<file path="config.mk">
export PLATFORM = sky130hd
export DESIGN_NAME = keypoint_box_overlap_suppressor_unit
export DESIGN_NICKNAME = d
export VERILOG_FILES = /design/src/sv/kbos_pkg.sv /design/src/sv/kbos_ram.sv /design/src/sv/kbos_dp.sv /design/src/sv/kbos_ctrl.sv /design/src/sv/keypoint_box_overlap_suppressor_unit.sv
export SDC_FILE = /design/constraint.sdc
export NUM_CORES = 1
export LEC_CHECK = 0
export BUFFER_PORTS_ARGS = -buffer_cell sky130_fd_sc_hd__clkbuf_2
export CAP_MARGIN = 20
export CORE_MARGIN = 3
export CORE_UTILIZATION = 60
export DETAILED_ROUTE_END_ITERATION = 16
export PLACE_DENSITY_LB_ADDON = 0.15
export RECOVER_POWER = 100
export SLEW_MARGIN = 15
export SYNTH_ARGS = -nofsm -noshare
export SYNTH_HDL_FRONTEND = slang
export SYNTH_HIERARCHICAL = 1
export SYNTH_SLANG_ARGS = --single-unit
</file>
<file path="constraint.sdc">
create_clock -name clk -period 10 [get_ports clk]
set_input_delay 1 -clock clk [delete_from_list [all_inputs] [get_ports clk]]
set_output_delay 1 -clock clk [all_outputs]
set_load 0.01 [all_outputs]
</file>
<file path="src/sv/kbos_pkg.sv">
// ----------------------------------------------------------------------------
// kbos_pkg: shared types and constants of the keypoint box overlap suppressor
// field widths, operation and outcome codes, controller states and the
// command and status bundles between controller and datapath
// ----------------------------------------------------------------------------
package kbos_pkg;

  localparam int CAPACITY      = 16;
  localparam int IDX_BITS      = 4;
  localparam int CNT_BITS      = 5;
  localparam int COORD_BITS    = 12;
  localparam int SIZE_BITS     = 10;
  localparam int BOX_BITS      = COORD_BITS + 2;
  localparam int ENTRY_BITS    = 2 * COORD_BITS + SIZE_BITS;
  localparam int FUNC_BITS     = 2;
  localparam int OUTCOME_BITS  = 3;
  localparam int IN_DATA_BITS  = 40;
  localparam int OUT_DATA_BITS = 80;

  typedef logic signed [BOX_BITS-1:0] box_t;

  typedef enum logic [FUNC_BITS-1:0] {
    FN_INSERT = 2'd0,
    FN_CLEAR  = 2'd1,
    FN_READ   = 2'd2,
    FN_NOP    = 2'd3
  } func_t;

  typedef enum logic [OUTCOME_BITS-1:0] {
    OC_STORED    = 3'd0,
    OC_REPLACED  = 3'd1,
    OC_REJECTED  = 3'd2,
    OC_FULL      = 3'd3,
    OC_CLEARED   = 3'd4,
    OC_READ_OK   = 3'd5,
    OC_BAD_INDEX = 3'd6
  } outcome_t;

  typedef enum logic [1:0] {
    RA_IDX      = 2'd0,
    RA_IDX_NEXT = 2'd1,
    RA_READ     = 2'd2
  } rd_sel_t;

  typedef enum logic [1:0] {
    WS_APPEND = 2'd0,
    WS_LAST   = 2'd1,
    WS_SHIFT  = 2'd2
  } wr_sel_t;

  typedef enum logic [3:0] {
    ST_IDLE      = 4'd0,
    ST_DECODE    = 4'd1,
    ST_READ_WAIT = 4'd2,
    ST_CHECK     = 4'd3,
    ST_TEST      = 4'd4,
    ST_SHIFT_RD  = 4'd5,
    ST_SHIFT_WR  = 4'd6,
    ST_APPEND    = 4'd7,
    ST_FINISH    = 4'd8
  } state_t;

  typedef struct packed {
    logic     load;
    logic     rd_en;
    rd_sel_t  rd_sel;
    logic     ent_load;
    logic     match_load;
    logic     wr_en;
    wr_sel_t  wr_sel;
    logic     idx_inc;
    logic     cnt_clr;
    logic     cnt_inc;
    logic     res_load;
    outcome_t res_kind;
  } dp_cmd_t;

  typedef struct packed {
    logic full;
    logic empty;
    logic ri_ok;
    logic hit;
    logic bigger;
    logic idx_last;
    logic shift_last;
  } dp_status_t;

endpackage

</file>
<file path="src/sv/kbos_ram.sv">
// ----------------------------------------------------------------------------
// kbos_ram: generic single write, single read RAM
// one write port and one read port, read data registered
// ----------------------------------------------------------------------------
module kbos_ram #(
  parameter int WIDTH = 34,
  parameter int DEPTH = 16
) (
  input  logic                     clk,
  input  logic                     wr_en,
  input  logic [$clog2(DEPTH)-1:0] wr_addr,
  input  logic [WIDTH-1:0]         wr_data,
  input  logic                     rd_en,
  input  logic [$clog2(DEPTH)-1:0] rd_addr,
  output logic [WIDTH-1:0]         rd_data
);

  logic [WIDTH-1:0] mem [DEPTH];
  logic [WIDTH-1:0] rd_data_r;

  always_ff @(posedge clk) begin
    if (wr_en) begin
      mem[wr_addr] <= wr_data;
    end
    if (rd_en) begin
      rd_data_r <= mem[rd_addr];
    end
  end

  assign rd_data = rd_data_r;

endmodule

</file>
<file path="src/sv/kbos_dp.sv">
// ----------------------------------------------------------------------------
// kbos_dp: datapath of the keypoint box overlap suppressor
// keypoint table, box corner tests, index and fill counters, result register
// ----------------------------------------------------------------------------
module kbos_dp import kbos_pkg::*; (
  input  logic                    clk,
  input  logic                    rst_n,
  input  logic [COORD_BITS-1:0]   in_x,
  input  logic [COORD_BITS-1:0]   in_y,
  input  logic [SIZE_BITS-1:0]    in_size,
  input  logic [IDX_BITS-1:0]     in_ri,
  input  dp_cmd_t                 cmd,
  output dp_status_t              status,
  output logic [OUTCOME_BITS-1:0] out_outcome,
  output logic [IDX_BITS-1:0]     out_match,
  output logic [COORD_BITS-1:0]   out_lx,
  output logic [COORD_BITS-1:0]   out_ly,
  output logic [SIZE_BITS-1:0]    out_ls,
  output logic [COORD_BITS-1:0]   out_ex,
  output logic [COORD_BITS-1:0]   out_ey,
  output logic [SIZE_BITS-1:0]    out_es,
  output logic [CNT_BITS-1:0]     out_count
);

  function automatic box_t box_lo(input logic [COORD_BITS-1:0] c,
                                  input logic [SIZE_BITS-1:0] s);
    box_lo = box_t'(BOX_BITS'(c) - BOX_BITS'(s >> 1));
  endfunction

  function automatic logic in_range(input box_t p, input box_t lo, input box_t hi);
    in_range = (p >= lo) && (p <= hi);
  endfunction

  function automatic logic corners_in(input box_t ax0, input box_t ax1,
                                      input box_t ay0, input box_t ay1,
                                      input box_t bx0, input box_t bx1,
                                      input box_t by0, input box_t by1);
    corners_in = (in_range(ax0, bx0, bx1) || in_range(ax1, bx0, bx1)) &&
                 (in_range(ay0, by0, by1) || in_range(ay1, by0, by1));
  endfunction

  // new keypoint and its box
  logic [COORD_BITS-1:0] nx_r, nx_nxt, ny_r, ny_nxt;
  logic [SIZE_BITS-1:0]  ns_r, ns_nxt;
  logic [IDX_BITS-1:0]   ri_r, ri_nxt;
  box_t                  nbx0_r, nbx0_nxt, nbx1_r, nbx1_nxt;
  box_t                  nby0_r, nby0_nxt, nby1_r, nby1_nxt;

  // entry under test and its box
  logic [COORD_BITS-1:0] ent_x_r, ent_x_nxt, ent_y_r, ent_y_nxt;
  logic [SIZE_BITS-1:0]  ent_s_r, ent_s_nxt;
  box_t                  ebx0_r, ebx0_nxt, ebx1_r, ebx1_nxt;
  box_t                  eby0_r, eby0_nxt, eby1_r, eby1_nxt;

  logic [IDX_BITS-1:0]   idx_r, idx_nxt;
  logic [IDX_BITS-1:0]   match_r, match_nxt;
  logic [CNT_BITS-1:0]   count_r, count_nxt;
  logic [CNT_BITS-1:0]   count_m1;

  // result register
  logic [OUTCOME_BITS-1:0] res_outcome_r, res_outcome_nxt;
  logic [IDX_BITS-1:0]     res_match_r, res_match_nxt;
  logic [COORD_BITS-1:0]   res_lx_r, res_lx_nxt, res_ly_r, res_ly_nxt;
  logic [SIZE_BITS-1:0]    res_ls_r, res_ls_nxt;
  logic [COORD_BITS-1:0]   res_ex_r, res_ex_nxt, res_ey_r, res_ey_nxt;
  logic [SIZE_BITS-1:0]    res_es_r, res_es_nxt;
  logic [CNT_BITS-1:0]     res_count_r, res_count_nxt;

  // table port
  logic                  ram_we;
  logic [IDX_BITS-1:0]   wr_addr;
  logic [ENTRY_BITS-1:0] wr_data;
  logic [IDX_BITS-1:0]   rd_addr;
  logic [ENTRY_BITS-1:0] rd_data;
  logic [COORD_BITS-1:0] rd_x, rd_y;
  logic [SIZE_BITS-1:0]  rd_s;

  assign rd_x     = rd_data[COORD_BITS-1:0];
  assign rd_y     = rd_data[2*COORD_BITS-1:COORD_BITS];
  assign rd_s     = rd_data[ENTRY_BITS-1:2*COORD_BITS];
  assign count_m1 = count_r - CNT_BITS'(1);

  always_comb begin
    unique case (cmd.rd_sel)
      RA_IDX:      rd_addr = idx_r;
      RA_IDX_NEXT: rd_addr = idx_r + IDX_BITS'(1);
      RA_READ:     rd_addr = ri_r;
      default:     rd_addr = idx_r;
    endcase
  end

  always_comb begin
    ram_we  = cmd.wr_en;
    wr_data = {ns_r, ny_r, nx_r};
    unique case (cmd.wr_sel)
      WS_APPEND: wr_addr = count_r[IDX_BITS-1:0];
      WS_LAST:   wr_addr = count_m1[IDX_BITS-1:0];
      WS_SHIFT: begin
        wr_addr = idx_r;
        wr_data = rd_data;
      end
      default:   wr_addr = count_r[IDX_BITS-1:0];
    endcase
  end

  kbos_ram #(
    .WIDTH (ENTRY_BITS),
    .DEPTH (CAPACITY)
  ) u_table (
    .clk     (clk),
    .wr_en   (ram_we),
    .wr_addr (wr_addr),
    .wr_data (wr_data),
    .rd_en   (cmd.rd_en),
    .rd_addr (rd_addr),
    .rd_data (rd_data)
  );

  always_comb begin
    nx_nxt   = nx_r;
    ny_nxt   = ny_r;
    ns_nxt   = ns_r;
    ri_nxt   = ri_r;
    nbx0_nxt = nbx0_r;
    nbx1_nxt = nbx1_r;
    nby0_nxt = nby0_r;
    nby1_nxt = nby1_r;
    if (cmd.load) begin
      nx_nxt   = in_x;
      ny_nxt   = in_y;
      ns_nxt   = in_size;
      ri_nxt   = in_ri;
      nbx0_nxt = box_lo(in_x, in_size);
      nbx1_nxt = box_lo(in_x, in_size) + box_t'(in_size);
      nby0_nxt = box_lo(in_y, in_size);
      nby1_nxt = box_lo(in_y, in_size) + box_t'(in_size);
    end
  end

  always_comb begin
    ent_x_nxt = ent_x_r;
    ent_y_nxt = ent_y_r;
    ent_s_nxt = ent_s_r;
    ebx0_nxt  = ebx0_r;
    ebx1_nxt  = ebx1_r;
    eby0_nxt  = eby0_r;
    eby1_nxt  = eby1_r;
    if (cmd.ent_load) begin
      ent_x_nxt = rd_x;
      ent_y_nxt = rd_y;
      ent_s_nxt = rd_s;
      ebx0_nxt  = box_lo(rd_x, rd_s);
      ebx1_nxt  = box_lo(rd_x, rd_s) + box_t'(rd_s);
      eby0_nxt  = box_lo(rd_y, rd_s);
      eby1_nxt  = box_lo(rd_y, rd_s) + box_t'(rd_s);
    end
  end

  always_comb begin
    idx_nxt   = idx_r;
    match_nxt = match_r;
    count_nxt = count_r;
    if (cmd.load) begin
      idx_nxt = '0;
    end else if (cmd.idx_inc) begin
      idx_nxt = idx_r + IDX_BITS'(1);
    end
    if (cmd.match_load) begin
      match_nxt = idx_r;
    end
    if (cmd.cnt_clr) begin
      count_nxt = '0;
    end else if (cmd.cnt_inc) begin
      count_nxt = count_r + CNT_BITS'(1);
    end
  end

  always_comb begin
    res_outcome_nxt = res_outcome_r;
    res_match_nxt   = res_match_r;
    res_lx_nxt      = res_lx_r;
    res_ly_nxt      = res_ly_r;
    res_ls_nxt      = res_ls_r;
    res_ex_nxt      = res_ex_r;
    res_ey_nxt      = res_ey_r;
    res_es_nxt      = res_es_r;
    res_count_nxt   = res_count_r;
    if (cmd.res_load) begin
      res_outcome_nxt = cmd.res_kind;
      res_match_nxt   = '0;
      res_lx_nxt      = '0;
      res_ly_nxt      = '0;
      res_ls_nxt      = '0;
      res_ex_nxt      = '0;
      res_ey_nxt      = '0;
      res_es_nxt      = '0;
      res_count_nxt   = count_r;
      if (cmd.res_kind == OC_REPLACED) begin
        res_match_nxt = match_r;
        res_lx_nxt    = ent_x_r;
        res_ly_nxt    = ent_y_r;
        res_ls_nxt    = ent_s_r;
      end else if (cmd.res_kind == OC_REJECTED) begin
        res_match_nxt = match_r;
        res_lx_nxt    = nx_r;
        res_ly_nxt    = ny_r;
        res_ls_nxt    = ns_r;
      end else if (cmd.res_kind == OC_READ_OK) begin
        res_ex_nxt = ent_x_r;
        res_ey_nxt = ent_y_r;
        res_es_nxt = ent_s_r;
      end
    end
  end

  always_ff @(posedge clk) begin
    if (!rst_n) begin
      idx_r   <= '0;
      count_r <= '0;
    end else begin
      idx_r   <= idx_nxt;
      count_r <= count_nxt;
    end
  end

  always_ff @(posedge clk) begin
    nx_r          <= nx_nxt;
    ny_r          <= ny_nxt;
    ns_r          <= ns_nxt;
    ri_r          <= ri_nxt;
    nbx0_r        <= nbx0_nxt;
    nbx1_r        <= nbx1_nxt;
    nby0_r        <= nby0_nxt;
    nby1_r        <= nby1_nxt;
    ent_x_r       <= ent_x_nxt;
    ent_y_r       <= ent_y_nxt;
    ent_s_r       <= ent_s_nxt;
    ebx0_r        <= ebx0_nxt;
    ebx1_r        <= ebx1_nxt;
    eby0_r        <= eby0_nxt;
    eby1_r        <= eby1_nxt;
    match_r       <= match_nxt;
    res_outcome_r <= res_outcome_nxt;
    res_match_r   <= res_match_nxt;
    res_lx_r      <= res_lx_nxt;
    res_ly_r      <= res_ly_nxt;
    res_ls_r      <= res_ls_nxt;
    res_ex_r      <= res_ex_nxt;
    res_ey_r      <= res_ey_nxt;
    res_es_r      <= res_es_nxt;
    res_count_r   <= res_count_nxt;
  end

  always_comb begin
    status.full       = (count_r == CNT_BITS'(CAPACITY));
    status.empty      = (count_r == '0);
    status.ri_ok      = ({1'b0, ri_r} < count_r);
    status.hit        = corners_in(nbx0_r, nbx1_r, nby0_r, nby1_r,
                                   ebx0_r, ebx1_r, eby0_r, eby1_r) ||
                        corners_in(ebx0_r, ebx1_r, eby0_r, eby1_r,
                                   nbx0_r, nbx1_r, nby0_r, nby1_r);
    status.bigger     = (ns_r > ent_s_r);
    status.idx_last   = (CNT_BITS'(idx_r) + CNT_BITS'(1) == count_r);
    status.shift_last = (CNT_BITS'(idx_r) + CNT_BITS'(2) == count_r);
  end

  assign out_outcome = res_outcome_r;
  assign out_match   = res_match_r;
  assign out_lx      = res_lx_r;
  assign out_ly      = res_ly_r;
  assign out_ls      = res_ls_r;
  assign out_ex      = res_ex_r;
  assign out_ey      = res_ey_r;
  assign out_es      = res_es_r;
  assign out_count   = res_count_r;

  a_count_bound: assert property (@(posedge clk) disable iff (!rst_n)
    count_r <= CNT_BITS'(CAPACITY))
    else $error("table fill count beyond capacity");

  a_write_in_table: assert property (@(posedge clk) disable iff (!rst_n)
    ram_we |-> ({1'b0, wr_addr} <= count_r))
    else $error("table write beyond the fill point");

  a_full_frozen: assert property (@(posedge clk) disable iff (!rst_n)
    status.full |-> !ram_we)
    else $error("table written while full");

endmodule

</file>
<file path="src/sv/kbos_ctrl.sv">
// ----------------------------------------------------------------------------
// kbos_ctrl: controller of the keypoint box overlap suppressor
// sequences decode, table walk, shift down, append and result hand-off
// ----------------------------------------------------------------------------
module kbos_ctrl import kbos_pkg::*; (
  input  logic                 clk,
  input  logic                 rst_n,
  input  logic                 in_tvalid,
  output logic                 in_tready,
  input  logic [FUNC_BITS-1:0] in_func,
  output logic                 out_tvalid,
  input  logic                 out_tready,
  input  dp_status_t           status,
  output dp_cmd_t              cmd
);

  state_t   state_r, state_nxt;
  func_t    func_r, func_nxt;
  outcome_t kind_r, kind_nxt;
  logic     out_tvalid_r, out_tvalid_nxt;

  always_ff @(posedge clk) begin
    if (!rst_n) begin
      state_r      <= ST_IDLE;
      out_tvalid_r <= 1'b0;
    end else begin
      state_r      <= state_nxt;
      out_tvalid_r <= out_tvalid_nxt;
    end
  end

  always_ff @(posedge clk) begin
    func_r <= func_nxt;
    kind_r <= kind_nxt;
  end

  always_comb begin
    state_nxt    = state_r;
    func_nxt     = func_r;
    kind_nxt     = kind_r;
    in_tready    = 1'b0;
    cmd          = '0;
    cmd.rd_sel   = RA_IDX;
    cmd.wr_sel   = WS_APPEND;
    cmd.res_kind = kind_r;
    unique case (state_r)
      ST_IDLE: begin
        in_tready = 1'b1;
        if (in_tvalid) begin
          cmd.load  = 1'b1;
          func_nxt  = func_t'(in_func);
          state_nxt = ST_DECODE;
        end
      end
      ST_DECODE: begin
        unique case (func_r)
          FN_NOP: state_nxt = ST_IDLE;
          FN_CLEAR: begin
            cmd.cnt_clr = 1'b1;
            kind_nxt    = OC_CLEARED;
            state_nxt   = ST_FINISH;
          end
          FN_READ: begin
            if (status.ri_ok) begin
              cmd.rd_en  = 1'b1;
              cmd.rd_sel = RA_READ;
              state_nxt  = ST_READ_WAIT;
            end else begin
              kind_nxt  = OC_BAD_INDEX;
              state_nxt = ST_FINISH;
            end
          end
          FN_INSERT: begin
            if (status.full) begin
              kind_nxt  = OC_FULL;
              state_nxt = ST_FINISH;
            end else if (status.empty) begin
              cmd.wr_en   = 1'b1;
              cmd.wr_sel  = WS_APPEND;
              cmd.cnt_inc = 1'b1;
              kind_nxt    = OC_STORED;
              state_nxt   = ST_FINISH;
            end else begin
              cmd.rd_en  = 1'b1;
              cmd.rd_sel = RA_IDX;
              state_nxt  = ST_CHECK;
            end
          end
        endcase
      end
      ST_READ_WAIT: begin
        cmd.ent_load = 1'b1;
        kind_nxt     = OC_READ_OK;
        state_nxt    = ST_FINISH;
      end
      ST_CHECK: begin
        cmd.ent_load = 1'b1;
        state_nxt    = ST_TEST;
      end
      ST_TEST: begin
        if (status.hit) begin
          cmd.match_load = 1'b1;
          if (status.bigger) begin
            kind_nxt = OC_REPLACED;
            if (status.idx_last) begin
              cmd.wr_en  = 1'b1;
              cmd.wr_sel = WS_LAST;
              state_nxt  = ST_FINISH;
            end else begin
              state_nxt = ST_SHIFT_RD;
            end
          end else begin
            kind_nxt  = OC_REJECTED;
            state_nxt = ST_FINISH;
          end
        end else if (status.idx_last) begin
          cmd.wr_en   = 1'b1;
          cmd.wr_sel  = WS_APPEND;
          cmd.cnt_inc = 1'b1;
          kind_nxt    = OC_STORED;
          state_nxt   = ST_FINISH;
        end else begin
          cmd.idx_inc = 1'b1;
          cmd.rd_en   = 1'b1;
          cmd.rd_sel  = RA_IDX_NEXT;
          state_nxt   = ST_CHECK;
        end
      end
      ST_SHIFT_RD: begin
        cmd.rd_en  = 1'b1;
        cmd.rd_sel = RA_IDX_NEXT;
        state_nxt  = ST_SHIFT_WR;
      end
      ST_SHIFT_WR: begin
        cmd.wr_en  = 1'b1;
        cmd.wr_sel = WS_SHIFT;
        if (status.shift_last) begin
          state_nxt = ST_APPEND;
        end else begin
          cmd.idx_inc = 1'b1;
          state_nxt   = ST_SHIFT_RD;
        end
      end
      ST_APPEND: begin
        cmd.wr_en  = 1'b1;
        cmd.wr_sel = WS_LAST;
        state_nxt  = ST_FINISH;
      end
      ST_FINISH: begin
        if (!out_tvalid_r || out_tready) begin
          cmd.res_load = 1'b1;
          state_nxt    = ST_IDLE;
        end
      end
      default: state_nxt = ST_IDLE;
    endcase
  end

  always_comb begin
    if (cmd.res_load) begin
      out_tvalid_nxt = 1'b1;
    end else if (out_tready) begin
      out_tvalid_nxt = 1'b0;
    end else begin
      out_tvalid_nxt = out_tvalid_r;
    end
  end

  assign out_tvalid = out_tvalid_r;

  a_no_overwrite: assert property (@(posedge clk) disable iff (!rst_n)
    cmd.res_load |-> (!out_tvalid_r || out_tready))
    else $error("result register loaded over a pending beat");

  a_accept_decode: assert property (@(posedge clk) disable iff (!rst_n)
    (in_tvalid && in_tready) |=> (state_r == ST_DECODE))
    else $error("accepted beat not decoded");

  a_finish_shows: assert property (@(posedge clk) disable iff (!rst_n)
    (state_r == ST_FINISH && !out_tvalid_r) |=> out_tvalid_r)
    else $error("finished result not presented");

endmodule

</file>
<file path="src/sv/keypoint_box_overlap_suppressor_unit.sv">
// ----------------------------------------------------------------------------
// keypoint_box_overlap_suppressor_unit: keypoint table with box overlap check
// keeps up to sixteen keypoints and drops the smaller of two overlapping boxes
// ----------------------------------------------------------------------------
// input beat: in_tuser selects insert, clear or read; in_tdata carries the
// keypoint centre and size, or the table position to read. every operation
// but the unused code returns exactly one result beat, whose kind is in
// out_tuser and whose loser, entry and fill count fields are in out_tdata.
// one operation is in flight at a time, walked through the table's write
// port and its registered read port. an insert walks the entries in order
// up to the first overlap; a replaced entry before the last has the later
// entries shifted down and the new keypoint appended last. each entry
// visited takes a table read, then a box corner test.
// reset empties the table; stored entries need no clearing.
// a result waits in the output register while out_tready is low; the next
// beat is taken meanwhile and its result waits until that register drains.
// ----------------------------------------------------------------------------
module keypoint_box_overlap_suppressor_unit import kbos_pkg::*; (
  input  logic                     clk,
  input  logic                     rst_n,
  input  logic                     in_tvalid,
  output logic                     in_tready,
  // new_x, new_y, new_size, read_index, zero fill
  input  logic [IN_DATA_BITS-1:0]  in_tdata,
  // func
  input  logic [FUNC_BITS-1:0]     in_tuser,
  output logic                     out_tvalid,
  input  logic                     out_tready,
  // match_index, loser_x, loser_y, loser_size, entry_x, entry_y, entry_size,
  // count, zero fill
  output logic [OUT_DATA_BITS-1:0] out_tdata,
  // outcome
  output logic [OUTCOME_BITS-1:0]  out_tuser
);

  dp_cmd_t    cmd;
  dp_status_t status;

  logic [IDX_BITS-1:0]   res_match;
  logic [COORD_BITS-1:0] res_lx, res_ly, res_ex, res_ey;
  logic [SIZE_BITS-1:0]  res_ls, res_es;
  logic [CNT_BITS-1:0]   res_count;

  kbos_ctrl u_ctrl (
    .clk        (clk),
    .rst_n      (rst_n),
    .in_tvalid  (in_tvalid),
    .in_tready  (in_tready),
    .in_func    (in_tuser),
    .out_tvalid (out_tvalid),
    .out_tready (out_tready),
    .status     (status),
    .cmd        (cmd)
  );

  kbos_dp u_dp (
    .clk         (clk),
    .rst_n       (rst_n),
    .in_x        (in_tdata[11:0]),
    .in_y        (in_tdata[23:12]),
    .in_size     (in_tdata[33:24]),
    .in_ri       (in_tdata[37:34]),
    .cmd         (cmd),
    .status      (status),
    .out_outcome (out_tuser),
    .out_match   (res_match),
    .out_lx      (res_lx),
    .out_ly      (res_ly),
    .out_ls      (res_ls),
    .out_ex      (res_ex),
    .out_ey      (res_ey),
    .out_es      (res_es),
    .out_count   (res_count)
  );

  assign out_tdata = {3'b000, res_count, res_es, res_ey, res_ex,
                      res_ls, res_ly, res_lx, res_match};

endmodule

</file>
* Word level (Yosys, flattened, before mapping)
Memories as Yosys holds them, arrays and structs flattened. A register that Yosys moved wholly into a read port is not among the register bits.
Cells that the tools add are included.
** Word-level totals
- Register bits :: 287
- Memory bits (writable) :: 544
- Input port bits :: 46
- Output and inout bits :: 85
- Word-level logic and storage cells :: 192
- Memories kept :: 1
** Operators by class
- Add/sub/neg operators :: 13
- $lt $le $gt $ge :: 18
- Equality and inequality tests :: 27
- Multiplexer cells :: 70
- Bitwise logic cells :: 2
- Reduce and logical (&&, ||, !) cells :: 30
** Memory list
- u_dp.u_table.mem :: depth 16, width 34, read ports 1, clocked after memory_dff 1, wr ports 1, RTL line kbos_ram.sv:18 : logic [WIDTH-1:0] mem [DEPTH];
** Operator list (number)
- 14-bit greater-or-equal comparator :: 8
- 14-bit less-or-equal comparator :: 8
- 14-bit by 11-bit adder with 14-bit output :: 4
- 12-bit by 9-bit subtractor with 13-bit output :: 4
- 3-bit 2-to-1 mux :: 17
- 12-bit 2-to-1 mux :: 4
- 4-bit 2-to-1 mux :: 11
- 34-bit 2-to-1 mux :: 1
- 4-bit one-hot mux with 8 select lines :: 1
- 3-bit one-hot mux with 3 select lines :: 3
- 1-bit 2-to-1 mux :: 22
- 10-bit 2-to-1 mux :: 2
- 4-bit by 3-bit == test with 1-bit output (second input constant) :: 4
- 4-bit one-hot mux with 2 select lines :: 2
- 4-bit one-hot mux with 4 select lines :: 1
- 3-bit one-hot mux with 4 select lines :: 1
- 5-bit == test :: 2
- 10-bit greater-than comparator :: 1
- 1-bit logical AND :: 10
- 2-bit == test (second input constant) :: 4
- 4-bit by 2-bit == test with 1-bit output (second input constant) :: 2
- 4-bit inequality test (second input constant) :: 2
- 2-bit OR reduction :: 4
- 2-bit by 1-bit == test with 1-bit output (second input constant) :: 3
- 29 further kinds :: 39

* Depth between registers and ports, before layout
- Depth in word-level cells :: 9
- Depth in mapped cells :: 22
- Gate-level depth less buffers :: 18

* Hierarchy
The synthesis kept the hierarchy.
** By module, submodules not included
- kbos_ram :: times used 1, cells an instance 888, area an instance 21416.8 um2
- kbos_dp :: times used 1, cells an instance 1425, area an instance 16657.2 um2
- kbos_ctrl :: times used 1, cells an instance 99, area an instance 803.3 um2
- keypoint_box_overlap_suppressor_unit :: times used 1, cells an instance 4, area an instance 26.3 um2

* Least setup slack after synthesis
No wires, ideal clock.
- Path type :: register -> register
- Start :: register u_ctrl.state_r[1]
- End :: register u_dp.ebx0_r[0] (enable)
- Arrival :: 7115 ps
- Required time :: 9339 ps
- Path slack :: 2224 ps
- Stages on the path, launching flop included :: 4
- Path buffers :: 2
- Path through :: dfxtp_1 buf_6 buf_2 nor3b_1
** RTL lines
- from (decl) :: RTL line kbos_ctrl.sv:17 : state_t state_r, state_nxt;
- from (signal assigned) :: RTL line kbos_ctrl.sv:27 : state_r <= state_nxt;
- to (signal assigned) :: RTL line kbos_dp.sv:238 : ebx0_r <= ebx0_nxt;
- to (decl) :: RTL line kbos_dp.sv:52 : box_t ebx0_r, ebx0_nxt, ebx1_r, ebx1_nxt;

==> flow_summary.toml <==
[run_status]
status = "finished, violations left"
violations = "capacitance limit, slew limit"

[routing]
vias = 22300
ant_nets = 0
vias_per_cell = 6.34
initialDrtViolationCount = 2515
drt-wirelength-per-cell_um = 26.7
drtPass1Iterations = 6
wl_um = 93900
drc_errors = 0

[clock_network]
htree_levels = 3
cts_buffers = 87
cts_hold_buf = 0
postCtsResizedCells = 0
ctsLongestPathBuffers = 3
path_clk_slew_ns = 0.06
cts_tree = "yes"
cts_num_sinks = 861
worstSkewPairLatency_ns = 0.65
root_buffer = "clkbuf_16"
postCtsSetupBuffers = 0

[floorplanning]
die_area_mm2 = 0.0679
coreArea_mm2 = 0.0637
pin_count = 131
initial_core_util_pct = 61.1
die_y_um = 261
die_x_um = 261
rows = 92

[yosys]
synth-seq-cells = 861
syn_avg_cell_area_um2 = 16.1
synth_area_leaders = "edfxtp_1 65%, mux4_2 7.9%, ha_1 6.9%"
synthArstFlopShare_pct = 0
synth_cell_type_count = 92
synth_top_area_cell = "edfxtp_1"
synth-edff-count = 847
yosys_warnings = 6
netlist_instances = 2416
syn_area_mm2 = 0.0389
yosysTopAreaCellShare_pct = 65.4
ys.flop_type = "edfxtp_1"
synth-seq-area-share_pct = 66.1

[timing]
rsz0062_at_grt = "false"
fin_crit_sh_pct = 79.3
setup_viol = 0
finalMaxSlewViolations = 634
slew_headroom_pct = -209
fin_crit_ns = 7.93
worst_slew_pin_slew_ns = 4.63
hold_violations = 0
tns_ns = 0
fmax_mhz = 126
fin_skew_ns = 0.0343
setup_slack_ns = 2.07

[worst_setup_path]
crit_start = "u_dp/eby0_r[2]$_DFFE_PP_"
setup.worst_path.class = "flop to flop"
cp_max_fo = 39
crit_end = "u_dp/u_table/mem[6][30]$_DFFE_PP_"
reg2regPathDepth = 18
setup.worst_path.start_class = "flop"
r2r-end = "u_dp/u_table/mem[6][30]$_DFFE_PP_"
crit_path_end_kind = "flop"
r2r-start = "u_dp/eby0_r[2]$_DFFE_PP_"
required_ns = 10.19
worstPathArrival_ns = 8.12
r2r_slack_ns = 2.07

[layout]
regArea_mm2 = 0.0257
multi_input_area_mm2 = 0.0123
drive_gt1_share_pct = 12.5
area_growth_pct = 11.4
nets = 2861
n_fill_cell = 4291

[pwr]
p_per_area_mw_per_mm2 = 192
p_leak_nw = 14.8
power.total_w = 0.00834
vdd_drop_max_mv = 0.179

[hold_path]
hold_path.class = "flop to flop"

[grt]
grt_pass1_wl_um = 138000
grtUsageTotal_pct = 28.0
antenna_found_initial = 6
grt_max_degree = 115
grt_remaining_overflow = 0
grt_pass1_vias = 22100

[placement]
globalplace.congestion = 0.949
pre_cts_ws_ns = 3.39
hpwl_um = 58600
port_buffers = 125

[job]
drv_cap = 15
-- cell usage in the layout (no fill, tap or decap), types with 25 or more instances in the layout --
cell and instances:
ha_1 215, mux2_1 34, inv_1 143, clkbuf_16 88, a22o_1 34, nor2_1 99, and2_0 25, a21o_1 32
clkbuf_1 147, nand2_1 99, nor3_1 36, xnor2_1 71, a21oi_1 93, o21ai_0 51, mux4_2 136, nand4_1 26
a22oi_1 70, edfxtp_1 847
-- sequential cells by signal, indices dropped and copies added (netlist names), 12 cells and up --
name / flops
u_dp/u_table/rd_data: 34
u_dp/ent_y_r: 12
u_dp/ent_x_r: 12
u_dp/nbx1_r: 14
u_dp/nbx0_r: 13
u_dp/eby0_r: 13
u_dp/out_ex: 12
u_dp/out_ly: 12
u_dp/nx_r: 12
u_dp/out_ey: 12
u_dp/nby0_r: 13
u_dp/eby1_r: 14
u_dp/ebx0_r: 13
u_dp/u_table/mem: 544
u_dp/out_lx: 12
u_dp/ny_r: 12
u_dp/ebx1_r: 14
u_dp/nby1_r: 14
-- cells by family after synthesis --
logic type / count (synthesis) / synth area share [%]
flops: 861 / 66.1
simple gates: 445 / 5.91
compound gates: 402 / 7.32
fa+ha+maj: 223 / 7.33
buf+inv: 222 / 2.37
mux: 175 / 8.99
xor+xnor: 87 / 1.98
other cells: 1 / 0.00964
-- worst max-delay path, stage by stage, from the launching register on --
cell	delay (ns)
edfxtp_1	0.42
ha_1	0.33
a21oi_1	0.14
a21oi_1	0.08
a211o_1	0.27
a2111oi_0	0.72
mux2_1	0.39
a22oi_1	0.36
o22ai_1	0.35
nand4_1	0.18
a21oi_1	0.15
inv_1	0.09
ha_1	0.14
buf_4	0.54
a221oi_1	0.22
a21oi_1	0.56
nand2b_1	0.37
nor2_4	0.15
clkbuf_1	2.01
-- worst min-delay path by stage --
stage / slack [ns] / cells past startpoint / start / to
6_report: 0.49 / 0 / u_dp/u_table/rd_data[12]$_DFFE_PP_ / u_dp/ent_y_r[0]$_DFFE_PP_
5_1_grt: 0.50 / 0 / u_dp/u_table/rd_data[12]$_DFFE_PP_ / u_dp/ent_y_r[0]$_DFFE_PP_
4_1_cts: 0.48 / 0 / u_dp/u_table/rd_data[12]$_DFFE_PP_ / u_dp/ent_y_r[0]$_DFFE_PP_
3_5_place_dp: 0.47 / 0 / u_dp/u_table/rd_data[12]$_DFFE_PP_ / u_dp/ent_y_r[0]$_DFFE_PP_
3_3_place_gp: 0.47 / 0 / u_dp/u_table/rd_data[12]$_DFFE_PP_ / u_dp/ent_y_r[0]$_DFFE_PP_
2_1_floorplan: 0.41 / 0 / u_dp/count_r[2]$_SDFFE_PP0P_ / u_dp/out_count[2]$_DFFE_PP_
-- where the power goes --
part | switching [W] | internal, W | total, W
Combinational | 0.000490 | 0.000287 | 0.000776
Sequential | 0.0000591 | 0.00414 | 0.00420
Clock | 0.00138 | 0.00199 | 0.00337
-- final cells by class --
type                            instances  area share, %
Sequential cell                       861           59.3
Multi-Input combinational cell       1335           28.4
Clock buffer                          104           5.29
Tap cell                              846           2.44
Timing Repair Buffer                  162           1.67
Clock inverter                         58           1.64
Inverter                              145           1.26
Antenna cell                            2         0.0115
-- layer usage --
| layer | track usage [%] | up-vias | wire (um) |
|---|---|---|---|
| li1 | - | 9872 | - |
| met1 | 39.4 | 11200 | 37600 |
| met2 | 44.9 | 986 | 45300 |
| met3 | 4.21 | 196 | 7440 |
| met4 | 10.6 | 2 | 3550 |
| met5 | 0 | - | 10 |
-- synthesized netlist by cell type, types with 8 or more instances --
cell	n
mux4_2	136
nand2b_1	20
xor2_1	15
o211ai_1	11
o21a_1	12
a31oi_1	13
a22o_1	34
inv_1	143
fa_1	8
ha_1	215
nor3_1	35
and3_1	9
o21ai_0	48
buf_2	22
nand3_1	24
xnor2_1	71
a21o_1	32
nor2_1	109
dfxtp_1	14
a22oi_1	70
a21oi_1	94
nand4_1	26
nor2b_1	25
nand2_1	99
mux2_2	33
a211oi_1	13
and2_1	38
edfxtp_1	847
o21bai_1	9
clkbuf_1	42
-- per-stage QoR --
| stage | utilization, % | instance area, um2 | std cells | hold slack, ns |
|---|---|---|---|---|
| global placement | 63.9 | 40700 | 3348 | 0.467 |
| floorplan | - | 38900 | 2418 | 0.406 |
| CTS | 68.6 | 43700 | 3510 | 0.477 |
| finish | 68.1 | 43300 | 3513 | 0.485 |
| global route | 68.1 | 43300 | 3511 | 0.500 |
| detailed placement | 63.9 | 40700 | 3348 | 0.469 |
Note: power is estimated with default switching activity, not from simulation.
